`src/rtl/core/bmhq_pkg.sv`:
```
// Package for the binary max-heap queue: widths, codes and the command and
// status structs between controller and datapath. No dependencies.
package bmhq_pkg;

    localparam int CAPACITY_DEF = 1024;
    localparam int KEY_W        = 32;
    localparam int STATUS_W     = 2;
    localparam int COUNT_W      = 11;

    localparam logic OP_INSERT  = 1'b0;
    localparam logic OP_EXTRACT = 1'b1;

    localparam logic [STATUS_W-1:0] ST_OK    = 2'd0;
    localparam logic [STATUS_W-1:0] ST_EMPTY = 2'd1;
    localparam logic [STATUS_W-1:0] ST_FULL  = 2'd2;

    typedef logic [2:0] rd_sel_t;

    localparam rd_sel_t RD_PARENT = 3'd0;
    localparam rd_sel_t RD_ROOT   = 3'd1;
    localparam rd_sel_t RD_LAST   = 3'd2;
    localparam rd_sel_t RD_LEFT   = 3'd3;
    localparam rd_sel_t RD_RIGHT  = 3'd4;

    typedef struct packed {
        logic    capture;
        logic    rd_en;
        rd_sel_t rd_sel;
        logic    take_root;
        logic    take_last;
        logic    take_left;
        logic    take_right;
        logic    move_up;
        logic    move_down;
        logic    finish;
    } cmd_t;

    typedef struct packed {
        logic is_insert;
        logic status_ok;
        logic pos_zero;
        logic count_zero;
        logic parent_zero;
        logic key_gt_rdata;
        logic lc_valid;
        logic rc_valid;
        logic right_gt_child;
        logic child_gt_key;
        logic slot_free;
    } sts_t;

endpackage

```
`src/rtl/core/bmhq_ctrl.sv`:
```
// Controller of the heap queue: state machine that sequences sift-up and
// sift-down over the datapath. Depends on bmhq_pkg.
module bmhq_ctrl (
    input  logic           clk,
    input  logic           rst_n,
    input  logic           in_valid,
    output logic           in_ready,
    input  bmhq_pkg::sts_t sts,
    output bmhq_pkg::cmd_t ctl
);

    localparam logic [3:0] S_IDLE      = 4'd0;
    localparam logic [3:0] S_DISPATCH  = 4'd1;
    localparam logic [3:0] S_UP_RD     = 4'd2;
    localparam logic [3:0] S_UP_CMP    = 4'd3;
    localparam logic [3:0] S_RD_ROOT   = 4'd4;
    localparam logic [3:0] S_RD_LAST   = 4'd5;
    localparam logic [3:0] S_TAKE_LAST = 4'd6;
    localparam logic [3:0] S_DN_RDL    = 4'd7;
    localparam logic [3:0] S_DN_RDR    = 4'd8;
    localparam logic [3:0] S_DN_RC     = 4'd9;
    localparam logic [3:0] S_DN_MOVE   = 4'd10;
    localparam logic [3:0] S_DONE      = 4'd11;

    logic [3:0] state_reg;
    logic [3:0] state_next;

    always_ff @(posedge clk or negedge rst_n)
    begin
        if (!rst_n)
        begin
            state_reg <= S_IDLE;
        end
        else
        begin
            state_reg <= state_next;
        end
    end

    always_comb
    begin
        state_next = state_reg;
        ctl        = '0;
        ctl.rd_sel = bmhq_pkg::RD_ROOT;
        in_ready   = 1'b0;
        unique case (state_reg)
            S_IDLE:
            begin
                in_ready = 1'b1;
                if (in_valid)
                begin
                    ctl.capture = 1'b1;
                    state_next  = S_DISPATCH;
                end
            end
            S_DISPATCH:
            begin
                if (!sts.status_ok)
                begin
                    state_next = S_DONE;
                end
                else if (sts.is_insert)
                begin
                    state_next = sts.pos_zero ? S_DONE : S_UP_RD;
                end
                else
                begin
                    state_next = S_RD_ROOT;
                end
            end
            S_UP_RD:
            begin
                ctl.rd_en  = 1'b1;
                ctl.rd_sel = bmhq_pkg::RD_PARENT;
                state_next = S_UP_CMP;
            end
            S_UP_CMP:
            begin
                if (sts.key_gt_rdata)
                begin
                    ctl.move_up = 1'b1;
                    state_next  = sts.parent_zero ? S_DONE : S_UP_RD;
                end
                else
                begin
                    state_next = S_DONE;
                end
            end
            S_RD_ROOT:
            begin
                ctl.rd_en  = 1'b1;
                ctl.rd_sel = bmhq_pkg::RD_ROOT;
                state_next = S_RD_LAST;
            end
            S_RD_LAST:
            begin
                ctl.rd_en     = 1'b1;
                ctl.rd_sel    = bmhq_pkg::RD_LAST;
                ctl.take_root = 1'b1;
                state_next    = S_TAKE_LAST;
            end
            S_TAKE_LAST:
            begin
                ctl.take_last = 1'b1;
                state_next    = sts.count_zero ? S_DONE : S_DN_RDL;
            end
            S_DN_RDL:
            begin
                if (sts.lc_valid)
                begin
                    ctl.rd_en  = 1'b1;
                    ctl.rd_sel = bmhq_pkg::RD_LEFT;
                    state_next = S_DN_RDR;
                end
                else
                begin
                    state_next = S_DONE;
                end
            end
            S_DN_RDR:
            begin
                ctl.take_left = 1'b1;
                if (sts.rc_valid)
                begin
                    ctl.rd_en  = 1'b1;
                    ctl.rd_sel = bmhq_pkg::RD_RIGHT;
                    state_next = S_DN_RC;
                end
                else
                begin
                    state_next = S_DN_MOVE;
                end
            end
            S_DN_RC:
            begin
                // tie goes to the left child
                ctl.take_right = sts.right_gt_child;
                state_next     = S_DN_MOVE;
            end
            S_DN_MOVE:
            begin
                if (sts.child_gt_key)
                begin
                    ctl.move_down = 1'b1;
                    state_next    = S_DN_RDL;
                end
                else
                begin
                    state_next = S_DONE;
                end
            end
            S_DONE:
            begin
                // hold until the response register is free
                if (sts.slot_free)
                begin
                    ctl.finish = 1'b1;
                    state_next = S_IDLE;
                end
            end
            default:
            begin
                state_next = S_IDLE;
            end
        endcase
    end

endmodule

```
`config.mk`:
```
export PLATFORM = sky130hd
export DESIGN_NAME = bmhq_ctrl
export DESIGN_NICKNAME = d
export VERILOG_FILES = /design/src/rtl/core/bmhq_pkg.sv /design/src/rtl/core/bmhq_ctrl.sv
export SDC_FILE = /design/constraint.sdc
export NUM_CORES = 1
export LEC_CHECK = 0
export ABC_AREA = 1
export BUFFER_PORTS_ARGS = -buffer_cell sky130_fd_sc_hd__buf_4
export CORE_AREA = 2 2 39 41
export DETAILED_ROUTE_END_ITERATION = 8
export DIE_AREA = 0 0 41 43
export GPL_TIMING_DRIVEN = 0
export PLACE_DENSITY_LB_ADDON = 0.3
export SLEW_MARGIN = 25
export SYNTH_ARGS = -nofsm -noshare
export SYNTH_HDL_FRONTEND = slang
export SYNTH_SLANG_ARGS = --single-unit
```
`constraint.sdc`:
```
create_clock -name clk -period 2.82 [get_ports clk]
set_clock_uncertainty 0.1 [all_clocks]
set_input_delay 0 -clock clk [delete_from_list [all_inputs] [get_ports clk]]
set_output_delay 0 -clock clk [all_outputs]
set_load 0.005 [all_outputs]
```
==> flow_metrics.py <==
metrics = {
    "power": {
        "power_frac_comb": 0.716,
        "p_int_mw": 0.355,
        "pwr-share-seq": 0.183,
        "clkPwrFrac": 0.100,
        "peakVddDrop_v": 0.000534,
        "p_per_area_nw_per_um2": 871,
        "power.switching_mw": 0.332,
        "swShare": 0.483,
        "power.leakage_nw": 0.511,
    },
    "hold_path": {
        "hp-start": "sts[10]",
        "hp-class": "in2reg",
        "hold_path_end": "state_reg[1]",
        "min_path_cells": 5,
    },
    "sta": {
        "finalHoldViolCount": 0,
        "finalCritPeriodShare": 0.710,
        "setup_viol_count_final": 0,
        "tns_ns": 0,
        "fin_crit_ns": 2.00,
        "worst_slack_ns": 0.817,
        "max_freq_ghz": 0.499,
        "worstMarginPinSlew_ns": 0.405,
        "drv_slew": 0,
        "max_slew_margin": 0.729,
        "rsz0062_at_grt": "false",
    },
    "floorplanning": {
        "die_h_um": 43,
        "start_util": 0.355,
        "dieArea_um2": 1760,
        "ios": 27,
        "fp.dieW_um": 41,
        "core_um2": 1380,
        "rows": 14,
    },
    "cells_and_area": {
        "multi_input_area_um2": 302,
        "fin_nets": 147,
        "antenna_cells": 0,
        "area_growth_pct": 60.6,
        "drive_above_1_share": 0.252,
        "fillers": 153,
        "finalInstanceArea_um2": 790,
        "largest_register_ffs": 4,
        "post-route-util": 0.571,
        "seq_area_um2": 100,
    },
    "global_routing": {
        "grt_pass1_vias": 571,
        "grt_pass1_wl_um": 2200,
        "antenna_found_initial": 0,
        "gr-total-overflow": 0,
        "grt_max_degree": 8,
        "gr-usage-all-layers": 0.184,
    },
    "detailed_routing": {
        "via_count": 655,
        "route.detailed.drc": 0,
        "wl_um": 1390,
        "drt-initial-drc-count": 18,
        "ant_nets": 0,
        "viasPerCell": 4.46,
        "wl_per_cell_um": 9.47,
        "first_pass_iters": 4,
    },
    "synthesis": {
        "synth.avg_cell_area_um2": 5.12,
        "syn_area_um2": 492,
        "synthSimpleGateAreaFrac": 0.534,
        "yosysSeqAreaShare": 0.204,
        "synthCells": 96,
        "synth_top_family_by_area": "simple AND/OR/NAND/NOR gates",
        "synth-compound-area-share": 0.0789,
        "synth-edff-count": 0,
        "ys.flop_type": "dfrtp_1",
        "synth_top_area_cell": "nand2_1",
        "async_flop_share": 1.00,
        "ys_seq_elements": 4,
        "yosys.area_share.adder": 0,
        "synth.area.top_cells": "nand2_1 24%, dfrtp_1 20%, inv_1 18%, nor2_1 11%, nand3_1 8.1%",
        "yosysTopAreaCellShare": 0.237,
        "synth_top_cells_by_count": "31 x nand2_1, 24 x inv_1, 14 x nor2_1, 8 x nand3_1, 4 x dfrtp_1",
        "synth_xor_area_frac": 0,
        "synth_warnings": 0,
        "synth_nets": 110,
        "muxShareOfSynthArea": 0,
        "yosysMostFrequentCell": "nand2_1",
        "synthDistinctLibCells": 16,
    },
    "worst_setup_path": {
        "cp.required_ns": 2.83,
        "path_max_fanout": 6,
        "r2r-start": "state_reg[3]",
        "reg2reg_depth": 7,
        "critical_path.slowest_cell": "dlygate4sd3_1",
        "slowest_delay_ns": 0.55,
        "reg2reg_to": "state_reg[0]",
        "cpMostUsedCell": "nand2_1",
        "startpoint_type": "register",
        "cp_data_arrival_time_ns": 2.01,
        "worstSetupPathType": "reg2reg",
        "rrSetupSlack_ns": 0.82,
        "crit_chain": "nor2_1 > nand2_1 > o21ai_0 > inv_1 > nand2_1 > nand2_1 > dlygate4sd3_1",
        "cp-end-kind": "register",
        "startpoint": "state_reg[3]",
    },
    "clocking": {
        "clockBufferDepth": 2,
        "cts_max_level": 1,
        "cts.clk_slew.worst_paths_ns": 0.04,
        "cts.sinks": 4,
        "clk_latency_ns": 0.23,
        "cts_tree": "built",
        "postCtsSetupBuffers": 0,
        "cts_made_buffers": 3,
        "clockRootBuffer": "clkbuf_4",
    },
    "place": {
        "gp_congestion": 0.853,
        "placed_area_um2": 707,
        "dpl.hpwl_um": 1070,
        "numPortBuffers": 26,
        "dp_slack_ns": 1.40,
    },
    "flow_run": {
        "cap_violations": 0,
    },
    "run_status": {
        "outcome": "finished clean",
    },
}
stage by stage:
stage	cells	hold slack (ns)	power, mW
after global placement	138	-0.305	0.574
after floorplan	96	-0.396	0.411
after global routing	147	0.0598	0.768
after detailed placement	138	-0.304	0.578
final	147	0.0298	0.688
after CTS	147	0.0141	0.690
final cells by class:
| type | instances | share of cell area |
|---|---|---|
| clock buffer | 3 | 0.0285 |
| inverter | 24 | 0.114 |
| multi-input combinational | 68 | 0.382 |
| sequential | 4 | 0.127 |
| tap | 16 | 0.0254 |
| timing repair buffer | 32 | 0.323 |
worst max-delay path, delay by kind of cell (launching register included):
kind	cells	cell delay, ns
AO/OA/AOI/OAI	1	0.17
buffers and inverters	2	0.60
flip-flops	1	0.41
AND/OR/NAND/NOR	4	0.61
worst max path at each step:
stage | endpoint | cells after the start | slack (ns)
CTS | state_reg[0] | 7 | 0.85
finish | state_reg[0] | 7 | 0.82
global route | state_reg[0] | 7 | 0.69
floorplan | state_reg[0] | 6 | 1.57
detailed placement | state_reg[0] | 6 | 1.40
global placement | state_reg[0] | 6 | 1.39
routing by layer:
layer / wire length, µm / share of wire / vias up / GRT usage
li1: - / - / 358 / -
met1: 601 / 0.43 / 276 / 0.231
met2: 708 / 0.51 / 21 / 0.294
met3: 82 / 0.059 / 0 / 0.0314
met4: 0 / 0 / 0 / 0.0800
met5: 0 / 0 / - / 0
cell usage in the layout, fill, tap and decap left out:
master / netlist / routed
a21oi_1: 2 / 2
and3_2: 1 / 1
buf_4: 0 / 26
clkbuf_4: 0 / 3
dfrtp_1: 4 / 4
dlygate4sd3_1: 0 / 6
inv_1: 24 / 24
nand2_1: 31 / 31
nand2_2: 1 / 1
nand3_1: 8 / 8
nand3_2: 1 / 1
nand4_1: 1 / 1
nor2_1: 14 / 14
nor2_2: 1 / 1
nor3_1: 2 / 2
nor3b_1: 1 / 1
o2111ai_1: 1 / 1
o21ai_0: 3 / 3
o21ai_1: 1 / 1
kinds of logic (layout without fill, tap and decap cells):
kind of cell,after synthesis,after routing
flip-flops,4,4
AO/OA/AOI/OAI,7,7
AND/OR/NAND/NOR,61,61
buffers and inverters,24,59
what timing repair did:
| action | CTS | global route |
|---|---|---|
| endpoints found under the setup margin | 0 | 0 |
| hold buffers | 6 | 0 |
| endpoints found under the hold margin | 6 | 0 |
| gates resized for setup | 0 | 0 |
power groups by stage:
stage | logic (mW) | clock network, mW | registers [mW]
2_1_floorplan | 0.292 | 0 | 0.118
3_3_place_gp | 0.449 | 0 | 0.125
3_5_place_dp | 0.452 | 0 | 0.127
4_1_cts | 0.491 | 0.0729 | 0.125
5_1_grt | 0.560 | 0.0756 | 0.133
6_report | 0.493 | 0.0689 | 0.126
(Power assumes the default switching activity.)
